**config.mk**
```make
export PLATFORM = sky130hd
export DESIGN_NAME = source_text_tokenizer_top
export DESIGN_NICKNAME = d
export VERILOG_FILES = /design/src/rtl/stt_pkg.sv /design/src/rtl/source_text_tokenizer_top.sv /design/src/rtl/stt_front.sv /design/src/rtl/stt_fifo.sv /design/src/rtl/stt_back.sv
export SDC_FILE = /design/constraint.sdc
export NUM_CORES = 1
export LEC_CHECK = 0
export BUFFER_PORTS_ARGS = -buffer_cell sky130_fd_sc_hd__buf_2
export CORE_MARGIN = 2
export CORE_UTILIZATION = 40
export CTS_CLUSTER_SIZE = 20
export DETAILED_ROUTE_END_ITERATION = 10
export SYNTH_ARGS = -nofsm -noshare
export SYNTH_HDL_FRONTEND = slang
export SYNTH_HIERARCHICAL = 1
export SYNTH_SLANG_ARGS = --single-unit
```
**constraint.sdc**
```tcl
create_clock -name clk_i -period 8.1 [get_ports clk_i]
set_clock_uncertainty 0.2 [all_clocks]
set_input_delay 0.405 -clock clk_i [delete_from_list [all_inputs] [get_ports clk_i]]
set_output_delay 0.405 -clock clk_i [all_outputs]
set_load 0.02 [all_outputs]
```
**src/rtl/stt_pkg.sv**
```systemverilog
// Shared types, character codes and helper functions for the source text tokenizer.
// Used by every module of the block; depends on nothing.
`default_nettype none

package stt_pkg;

  localparam int unsigned OFFSET_BITS = 16;
  localparam int unsigned LINE_BITS   = 16;
  localparam int unsigned QDEPTH      = 4;
  localparam int unsigned QPTR_W      = $clog2(QDEPTH);
  localparam int unsigned QCNT_W      = $clog2(QDEPTH + 1);
  localparam int unsigned TDATA_W     = 56;

  localparam logic [OFFSET_BITS-1:0] OFF_MAX  = {OFFSET_BITS{1'b1}};
  localparam logic [LINE_BITS-1:0]   LINE_MAX = {LINE_BITS{1'b1}};
  localparam logic [LINE_BITS-1:0]   LINE_ONE = LINE_BITS'(1);

  localparam logic [7:0] CH_HASH  = 8'h23;
  localparam logic [7:0] CH_QUOTE = 8'h22;
  localparam logic [7:0] CH_LF    = 8'h0A;
  localparam logic [7:0] CH_CR    = 8'h0D;
  localparam logic [7:0] CH_TAB   = 8'h09;
  localparam logic [7:0] CH_SPACE = 8'h20;
  localparam logic [7:0] CH_DOT   = 8'h2E;
  localparam logic [7:0] CH_ZERO  = 8'h30;
  localparam logic [7:0] CH_NINE  = 8'h39;
  localparam logic [7:0] CH_UNDER = 8'h5F;
  localparam logic [7:0] CH_LC_A  = 8'h61;
  localparam logic [7:0] CH_LC_Z  = 8'h7A;
  localparam logic [7:0] CH_UC_A  = 8'h41;
  localparam logic [7:0] CH_UC_Z  = 8'h5A;

  typedef enum logic [5:0] {
    MODE_IDLE     = 6'b000001,
    MODE_NUMBER   = 6'b000010,
    MODE_FRACTION = 6'b000100,
    MODE_IDENT    = 6'b001000,
    MODE_STRING   = 6'b010000,
    MODE_COMMENT  = 6'b100000
  } lex_mode_e;

  typedef enum logic [2:0] {
    KIND_INTEGER    = 3'd0,
    KIND_IDENT      = 3'd1,
    KIND_STRING     = 3'd2,
    KIND_CHAR       = 3'd3,
    KIND_EOF        = 3'd4,
    KIND_ERR_STRING = 3'd5,
    KIND_ERR_FRAC   = 3'd6,
    KIND_ERR_COMMENT = 3'd7
  } kind_e;

  typedef struct packed {
    kind_e                  kind;
    logic [OFFSET_BITS-1:0] start;
    logic [OFFSET_BITS-1:0] len;
    logic [LINE_BITS-1:0]   line;
    logic [7:0]             char_value;
  } rec_t;

  // One queue entry holds every result of one input item.
  typedef struct packed {
    rec_t rec0;
    rec_t rec1;
    logic two;
  } entry_t;

  function automatic logic is_digit(input logic [7:0] c);
    return c inside {[CH_ZERO:CH_NINE]};
  endfunction

  function automatic logic is_ident_start(input logic [7:0] c);
    return (c inside {[CH_LC_A:CH_LC_Z]}) || (c inside {[CH_UC_A:CH_UC_Z]}) ||
           (c == CH_UNDER);
  endfunction

  function automatic logic is_ident_char(input logic [7:0] c);
    return is_ident_start(c) || is_digit(c);
  endfunction

  function automatic rec_t mk_rec(input kind_e kind, input logic [OFFSET_BITS-1:0] start,
                                  input logic [OFFSET_BITS-1:0] len,
                                  input logic [LINE_BITS-1:0] line,
                                  input logic [7:0] ch);
    rec_t r;
    r.kind       = kind;
    r.start      = start;
    r.len        = len;
    r.line       = line;
    r.char_value = ch;
    return r;
  endfunction

endpackage

`default_nettype wire

```
**src/rtl/source_text_tokenizer_top.sv**
```systemverilog
// Top level of the source text tokenizer: front end, result queue and output stage.
// Depends on stt_pkg, stt_front, stt_fifo and stt_back.
`default_nettype none

// The tokenizer takes one source byte per beat on the slave stream (tuser high marks
// the end of the source and carries no byte) and returns token and error records on
// the master stream, tuser carrying the record kind and tlast marking the final record
// caused by one input beat. The
// front end handles each byte as it is taken, so bytes flow at one per cycle for as
// long as the four-entry result queue has room. The output side delivers one record
// per cycle while the master stream is ready; a byte that ends one token and forms a
// character token in the same beat, or an end-of-source beat with a pending token,
// yields two records, sent as two beats. Results pass the queue and output register.
module source_text_tokenizer_top import stt_pkg::*; (
  input  wire logic               clk_i,
  input  wire logic               rst_ni,
  input  wire logic               s_axis_tvalid,
  output logic                    s_axis_tready,
  input  wire logic [7:0]         s_axis_tdata,   // [7:0] text_byte
  input  wire logic               s_axis_tuser,   // [0] end_of_source
  output logic                    m_axis_tvalid,
  input  wire logic               m_axis_tready,
  // [15:0] start_offset, [31:16] text_length, [47:32] line_number, [55:48] char_value
  output logic [TDATA_W-1:0]      m_axis_tdata,
  output logic [2:0]              m_axis_tuser,   // [2:0] kind
  output logic                    m_axis_tlast    // last_of_run
);

  logic   q_push, q_pop, q_full, q_empty;
  entry_t q_wdata, q_head;
  rec_t   out_rec;

  stt_front u_front (
    .clk_i      (clk_i),
    .rst_ni     (rst_ni),
    .in_valid_i (s_axis_tvalid),
    .in_byte_i  (s_axis_tdata),
    .in_eos_i   (s_axis_tuser),
    .q_full_i   (q_full),
    .in_ready_o (s_axis_tready),
    .push_o     (q_push),
    .entry_o    (q_wdata)
  );

  stt_fifo u_fifo (
    .clk_i   (clk_i),
    .rst_ni  (rst_ni),
    .push_i  (q_push),
    .entry_i (q_wdata),
    .pop_i   (q_pop),
    .full_o  (q_full),
    .empty_o (q_empty),
    .head_o  (q_head)
  );

  stt_back u_back (
    .clk_i       (clk_i),
    .rst_ni      (rst_ni),
    .head_i      (q_head),
    .empty_i     (q_empty),
    .pop_o       (q_pop),
    .out_valid_o (m_axis_tvalid),
    .out_rec_o   (out_rec),
    .out_last_o  (m_axis_tlast),
    .out_ready_i (m_axis_tready)
  );

  assign m_axis_tdata = {out_rec.char_value, out_rec.line, out_rec.len, out_rec.start};
  assign m_axis_tuser = out_rec.kind;

  // The front end never writes into a full queue.
  assert property (@(posedge clk_i) disable iff (!rst_ni) q_push |-> !q_full)
    else $error("result queue written while full");

  // An end-of-source beat always produces an entry whose final record is EOF.
  assert property (@(posedge clk_i) disable iff (!rst_ni)
    (s_axis_tvalid && s_axis_tready && s_axis_tuser) |->
      (q_push && (q_wdata.two ? (q_wdata.rec1.kind == KIND_EOF)
                              : (q_wdata.rec0.kind == KIND_EOF))))
    else $error("end of source did not produce an EOF record");

  // The output stage only pops an entry it is actually moving into the output register.
  assert property (@(posedge clk_i) disable iff (!rst_ni) q_pop |-> !q_empty)
    else $error("result queue popped while empty");

endmodule

`default_nettype wire

```
**src/rtl/stt_front.sv**
```systemverilog
// Front end of the tokenizer: accepts one byte per beat, tracks the lexing mode and
// positions, and builds the results of each byte as one queue entry. Uses stt_pkg.
`default_nettype none

module stt_front import stt_pkg::*; (
  input  wire logic       clk_i,
  input  wire logic       rst_ni,
  input  wire logic       in_valid_i,
  input  wire logic [7:0] in_byte_i,
  input  wire logic       in_eos_i,
  input  wire logic       q_full_i,
  output logic            in_ready_o,
  output logic            push_o,
  output entry_t          entry_o
);

  lex_mode_e              mode_q, mode_d;
  logic [OFFSET_BITS-1:0] ts_q, ts_d;
  logic [OFFSET_BITS-1:0] pos_q, pos_d;
  logic [LINE_BITS-1:0]   line_q, line_d;
  logic                   cjo_q, cjo_d;

  logic                   accept;
  logic                   relex;
  logic                   e0_v, e1_v;
  rec_t                   e0, e1;
  logic [OFFSET_BITS-1:0] span;
  logic [OFFSET_BITS-1:0] str_start;
  logic [OFFSET_BITS-1:0] str_len;
  logic [LINE_BITS-1:0]   line_inc;

  assign in_ready_o = !q_full_i;
  assign accept     = in_valid_i && in_ready_o;

  // The token start never passes the byte position, so the plain difference is the span.
  assign span      = pos_q - ts_q;
  assign str_start = (ts_q < OFF_MAX) ? ts_q + OFFSET_BITS'(1) : ts_q;
  assign str_len   = (pos_q > str_start) ? pos_q - str_start : '0;
  assign line_inc  = (line_q < LINE_MAX) ? line_q + LINE_BITS'(1) : line_q;

  always_comb begin
    mode_d = mode_q;
    ts_d   = ts_q;
    pos_d  = (pos_q < OFF_MAX) ? pos_q + OFFSET_BITS'(1) : pos_q;
    line_d = line_q;
    cjo_d  = cjo_q;
    relex  = 1'b0;
    e0_v   = 1'b0;
    e1_v   = 1'b0;
    e0     = mk_rec(KIND_INTEGER, ts_q, span, line_q, 8'd0);
    e1     = mk_rec(KIND_CHAR, pos_q, OFFSET_BITS'(1), line_q, in_byte_i);

    if (in_eos_i) begin
      // Flush what is pending, then always end with the end-of-file record.
      e1_v = 1'b1;
      e1   = mk_rec(KIND_EOF, pos_q, '0, line_q, 8'd0);
      case (mode_q)
        MODE_NUMBER: begin
          e0_v = 1'b1;
        end
        MODE_IDENT: begin
          e0_v = 1'b1;
          e0   = mk_rec(KIND_IDENT, ts_q, span, line_q, 8'd0);
        end
        MODE_STRING: begin
          e0_v = 1'b1;
          e0   = mk_rec(KIND_ERR_STRING, ts_q, '0, line_q, 8'd0);
        end
        MODE_COMMENT: begin
          e0_v = cjo_q;
          e0   = mk_rec(KIND_ERR_COMMENT, ts_q, '0, line_q, 8'd0);
        end
        default: begin
          e0_v = 1'b0;
        end
      endcase
      mode_d = MODE_IDLE;
      ts_d   = '0;
      pos_d  = '0;
      line_d = LINE_ONE;
      cjo_d  = 1'b0;
    end else begin
      case (mode_q)
        MODE_NUMBER: begin
          if (in_byte_i == CH_DOT) begin
            e0_v   = 1'b1;
            e0     = mk_rec(KIND_ERR_FRAC, ts_q, '0, line_q, 8'd0);
            mode_d = MODE_FRACTION;
          end else if (!is_digit(in_byte_i)) begin
            e0_v  = 1'b1;
            relex = 1'b1;
          end
        end
        MODE_FRACTION: begin
          relex = !is_digit(in_byte_i);
        end
        MODE_IDENT: begin
          if (!is_ident_char(in_byte_i)) begin
            e0_v  = 1'b1;
            e0    = mk_rec(KIND_IDENT, ts_q, span, line_q, 8'd0);
            relex = 1'b1;
          end
        end
        MODE_STRING: begin
          if (in_byte_i == CH_QUOTE) begin
            e0_v   = 1'b1;
            e0     = mk_rec(KIND_STRING, str_start, str_len, line_q, 8'd0);
            mode_d = MODE_IDLE;
          end else if (in_byte_i == CH_LF) begin
            line_d = line_inc;
          end
        end
        MODE_COMMENT: begin
          cjo_d = 1'b0;
          relex = (in_byte_i == CH_LF);
        end
        default: begin
          relex = 1'b1;
        end
      endcase

      // A byte that followed and ended a token, or any byte between tokens, starts over from idle.
      if (relex) begin
        mode_d = MODE_IDLE;
        ts_d   = pos_q;
        if (in_byte_i == CH_HASH) begin
          mode_d = MODE_COMMENT;
          cjo_d  = 1'b1;
        end else if (in_byte_i == CH_QUOTE) begin
          mode_d = MODE_STRING;
        end else if (in_byte_i == CH_LF) begin
          line_d = line_inc;
        end else if (in_byte_i == CH_SPACE || in_byte_i == CH_CR || in_byte_i == CH_TAB) begin
          mode_d = MODE_IDLE;
        end else if (is_digit(in_byte_i)) begin
          mode_d = MODE_NUMBER;
        end else if (is_ident_start(in_byte_i)) begin
          mode_d = MODE_IDENT;
        end else begin
          e1_v = 1'b1;
        end
      end
    end
  end

  always_comb begin
    push_o = accept && (e0_v || e1_v);
    if (e0_v) begin
      entry_o.rec0 = e0;
      entry_o.rec1 = e1;
      entry_o.two  = e1_v;
    end else begin
      entry_o.rec0 = e1;
      entry_o.rec1 = e1;
      entry_o.two  = 1'b0;
    end
  end

  always_ff @(posedge clk_i or negedge rst_ni) begin
    if (!rst_ni) begin
      mode_q <= MODE_IDLE;
      ts_q   <= '0;
      pos_q  <= '0;
      line_q <= LINE_ONE;
      cjo_q  <= 1'b0;
    end else if (accept) begin
      mode_q <= mode_d;
      ts_q   <= ts_d;
      pos_q  <= pos_d;
      line_q <= line_d;
      cjo_q  <= cjo_d;
    end
  end

endmodule

`default_nettype wire

```
**src/rtl/stt_fifo.sv**
```systemverilog
// Short queue of result entries between the tokenizer front end and the output stage.
// Uses entry_t and the depth constants from stt_pkg.
`default_nettype none

module stt_fifo import stt_pkg::*; (
  input  wire logic clk_i,
  input  wire logic rst_ni,
  input  wire logic push_i,
  input  entry_t    entry_i,
  input  wire logic pop_i,
  output logic      full_o,
  output logic      empty_o,
  output entry_t    head_o
);

  entry_t              mem_q [QDEPTH];
  logic [QPTR_W-1:0]   wr_q, rd_q;
  logic [QCNT_W-1:0]   cnt_q;

  assign full_o  = (cnt_q == QCNT_W'(QDEPTH));
  assign empty_o = (cnt_q == '0);
  assign head_o  = mem_q[rd_q];

  always_ff @(posedge clk_i) begin
    if (push_i) begin
      mem_q[wr_q] <= entry_i;
    end
  end

  always_ff @(posedge clk_i or negedge rst_ni) begin
    if (!rst_ni) begin
      wr_q  <= '0;
      rd_q  <= '0;
      cnt_q <= '0;
    end else begin
      if (push_i) begin
        wr_q <= wr_q + QPTR_W'(1);
      end
      if (pop_i) begin
        rd_q <= rd_q + QPTR_W'(1);
      end
      if (push_i && !pop_i) begin
        cnt_q <= cnt_q + QCNT_W'(1);
      end else if (pop_i && !push_i) begin
        cnt_q <= cnt_q - QCNT_W'(1);
      end
    end
  end

endmodule

`default_nettype wire

```
**src/rtl/stt_back.sv**
```systemverilog
// Output stage of the tokenizer: splits each queue entry into one or two result beats
// and holds them in an output register. Uses rec_t and entry_t from stt_pkg.
`default_nettype none

module stt_back import stt_pkg::*; (
  input  wire logic clk_i,
  input  wire logic rst_ni,
  input  entry_t    head_i,
  input  wire logic empty_i,
  output logic      pop_o,
  output logic      out_valid_o,
  output rec_t      out_rec_o,
  output logic      out_last_o,
  input  wire logic out_ready_i
);

  logic valid_q, valid_d;
  logic sel_q, sel_d;
  rec_t rec_q;
  logic last_q;
  logic load, take, last;

  assign load  = !valid_q || out_ready_i;
  assign take  = load && !empty_i;
  assign last  = sel_q || !head_i.two;
  assign pop_o = take && last;

  assign out_valid_o = valid_q;
  assign out_rec_o   = rec_q;
  assign out_last_o  = last_q;

  always_comb begin
    valid_d = valid_q;
    sel_d   = sel_q;
    if (load) begin
      valid_d = !empty_i;
    end
    if (take) begin
      sel_d = !last;
    end
  end

  always_ff @(posedge clk_i) begin
    if (take) begin
      rec_q  <= sel_q ? head_i.rec1 : head_i.rec0;
      last_q <= last;
    end
  end

  always_ff @(posedge clk_i or negedge rst_ni) begin
    if (!rst_ni) begin
      valid_q <= 1'b0;
      sel_q   <= 1'b0;
    end else begin
      valid_q <= valid_d;
      sel_q   <= sel_d;
    end
  end

endmodule

`default_nettype wire
```
==> run summary <==
Max_slew headroom: 29.2%
Total Wirelength: 53,100 microns
Reg2reg path depth: 16
Setup Viol. Count Final: 0
Worst endpoint data arrival time: 5.34 ns
Worst skew pair latency: 0.63 ns
Initial Utilization: 40.6%
Nets: 1,651
Vias/cell: 5.38
Status: complete, no violations
DP Worst Slack: 3.00 ns
Gr usage total: 15.8%
# DRC: 0
Vias in the first global route: 14,000
Max Clk Rate: 0.191 GHz
Largest net degree at the start of global routing: 67
Placed cell area: 27,200 sq um
Fin crit share: 64.5%
IR drop worst, VDD: 0.177 mV
Clock-pin slew on the worst setup and hold paths: 0.07 ns
WL per Instance: 21.2 microns
Post-synthesis sequential area ratio: 67.4%
Die area: 67,700 sq um
Top_reg_cell synth: edfxtp_1
R2R Path Start: u_front/ts_q[0]
Leak Pwr: 0.0101 uW
Post-Syn Area: 26,200 sq um
Hold EP: u_front/mode_q[3]
CTS sink count: 600
Synth area leader: edfxtp_1
Mean post-synth cell area: 17.3 sq um
H-tree lvl count: 2
Synth Warn #: 6
Fill count: 5,654
Rows: 93
FF-to-FF End: u_fifo/mem_q[1][94]
Worst Hold Launch: s_axis_tdata[6]
Num CTS Buffers: 59
Root Driver: clkbuf_16
Final setup margin: 2.87 ns
Power per cell area: 350 nW/um^2
Initial drt markers: 923
Die width: 260 microns
Global-route wire length before repair: 82,500 microns
Maxcap violations: 0
Design Area, Final: 29,100 sq um
Ant. Diodes: 0
Number of synthesized flops with an enable pin: 536
CORE AREA: 64,700 sq um
Synth area leaders: edfxtp_1 61%, mux4_2 10%, dfrtp_1 5.9%, mux2_4 3.4%, ha_1 1.9%
Hpwl dp: 32,300 microns
Area added between synthesis and finish: 11.0%
Worst setup SP type: flop
Initial antenna violation count: 1
Die Y: 260 microns
CTS max path bufs: 3
Gp weighted congestion: 0.867
Final Slew Violations: 0
GRT Residual Overflow: 0
Final ANT Viol Nets: 0
Postcts setup bufs: 0
Hold Path Class: input port to flop
Min Hold Slack: 0.0381 ns
Total negative setup slack: 0 ns
Mapped Cells: 1,517
Number of detailed-route iterations in the first pass: 5
Count of buffers from port buffering: 74
Fin. Hold Viols: 0
Area share of the largest cell type after synthesis: 61.3%
Fin crit period: 5.23 ns
R2R Setup Slk: 2.87 ns
Netlist cell types: 90
CP Class: flop to flop
Fraction of registers with async set/reset: 10.7%
Share of layout cells above drive strength 1: 24.3%
IO Count: 75
CTS tree: built
Hold Path Cell Cnt: 5
Required time of the worst setup path: 8.21 ns
Crit end category: flop
Synth Register Bits: 600
Worst Tran Pin Value: 1.06 ns
Vias: 13,400
RSZ-0062 raised after global routing: false
Worst-path fanout max: 15
## cell usage in the layout, fill, tap and decap left out, types with 22 or more instances in the layout
cell and n:
xor2_1 28, clkbuf_16 59, nand3_1 27, and3_1 22
mux2_4 59, a21oi_1 52, inv_1 34, buf_2 74
ha_1 39, dfrtp_1 59, o21ai_0 45, nor2_1 74
xnor2_1 43, nand2_1 66, mux4_2 119, edfxtp_1 536
## power by group
part	leakage, uW	total [uW]	internal [uW]	switching (uW)
Sequential	0.00588	4460	4150	306
Clock	0.000934	2670	1530	1140
Combinational	0.00328	3060	1430	1630
Total	0.0101	10200	7110	3080
## logic make-up (layout without fill, tap and decap cells)
| group | after synthesis | after routing | synth area share (%) |
|---|---|---|---|
| flops | 600 | 600 | 67.4 |
| simple gates | 302 | 302 | 6.19 |
| compound gates | 187 | 187 | 4.81 |
| mux | 186 | 186 | 13.9 |
| buf+inv | 128 | 240 | 3.17 |
| xor+xnor | 71 | 71 | 2.37 |
| fa+ha+maj | 42 | 42 | 2.09 |
| other cells | 1 | 15 | 0.0143 |
## cell usage after synthesis (5+ instances only)
library cell	instances
edfxtp_1	536
mux4_2	119
nor2_1	74
nand2_1	66
dfrtp_1	62
mux2_4	59
a21oi_1	53
o21ai_0	45
xnor2_1	43
ha_1	39
buf_4	37
inv_1	34
xor2_1	28
nand3_1	27
and3_1	22
buf_2	22
and2_1	18
a22o_1	16
nor3_1	15
clkbuf_1	12
or3_1	12
buf_6	10
nand4_1	10
nor2b_1	10
a21o_1	8
nand2b_1	8
o21a_1	8
buf_12	6
a31oi_1	5
mux2_2	5
## how the worst max path moves through the flow
stage | from | end | slack [ns] | cells after the start
2_1_floorplan | s_axis_tdata[1] | u_fifo/mem_q[0][0] | 2.55 | 10
3_3_place_gp | u_front/ts_q[0] | u_fifo/mem_q[2][97] | 3.07 | 16
3_5_place_dp | u_front/ts_q[0] | u_fifo/mem_q[2][94] | 3.00 | 16
4_1_cts | u_front/ts_q[0] | u_fifo/mem_q[3][86] | 2.93 | 16
5_1_grt | u_front/ts_q[0] | u_fifo/mem_q[0][94] | 2.59 | 16
6_report | u_front/ts_q[0] | u_fifo/mem_q[1][94] | 2.87 | 16
## metrics by stage
step	utilization [%]	total power [uW]	std cells
after global routing	45.0	10700	2498
after floorplan	-	6890	1531
after CTS	45.0	10400	2498
after detailed placement	42.1	7660	2386
after global placement	42.1	7640	2386
final	45.0	10200	2498
## per-layer routing
layer  GRT usage [%]  part of all wire (%)  vias to the layer above
met3            2.57                   4.0                       80
met1            19.9                    42                     6993
met2            28.5                    52                      276
met5               0                 0.030                        -
met4            4.11                   2.1                        2
li1                -                     -                     6084
## sequential cells by signal (all words and copies together), names as in the netlist
| register | cells |
|---|---|
| u_back/out_rec_o | 59 |
| u_fifo/wr_q | 2 |
| u_back/out_last_o | 1 |
| u_fifo/rd_q | 2 |
| u_fifo/mem_q | 476 |
| u_front/ts_q | 16 |
| u_front/line_q | 16 |
| u_back/out_valid_o | 1 |
| u_front/mode_q | 6 |
| u_back/sel_q | 1 |
| u_front/cjo_q | 1 |
| u_fifo/cnt_q | 3 |
| u_front/pos_q | 16 |
## layout make-up
class	instances	area (sq um)	area share, %
Inverter	36	135	0.464
Clock inverter	36	338	1.16
Sequential cell	600	17700	60.8
Tap cell	855	1070	3.67
Timing Repair Buffer	96	546	1.87
Clock buffer	72	1560	5.34
Multi-Input combinational cell	803	7790	26.7
## timing repair
action | CTS | global route
hold buffers | 4 | 0
hold endpoints to repair | 65 | 0
gates resized for setup | 0 | 0
## worst max-delay path, cell delays in order, from the launching register on
cell and delay, ns:
dfrtp_1 0.46, ha_1 0.30, and2_1 0.17, nand4_1 0.23
or2_1 0.45, xor2_1 0.18, ha_1 0.20, inv_1 0.07
fa_1 0.42, a211oi_1 0.33, o211ai_1 0.21, a311oi_1 0.45
o21a_1 0.22, o21a_1 0.13, nor2_1 0.08, nand2_1 0.50
o21ai_0 0.31
Power figures use the tool's default switching activity.
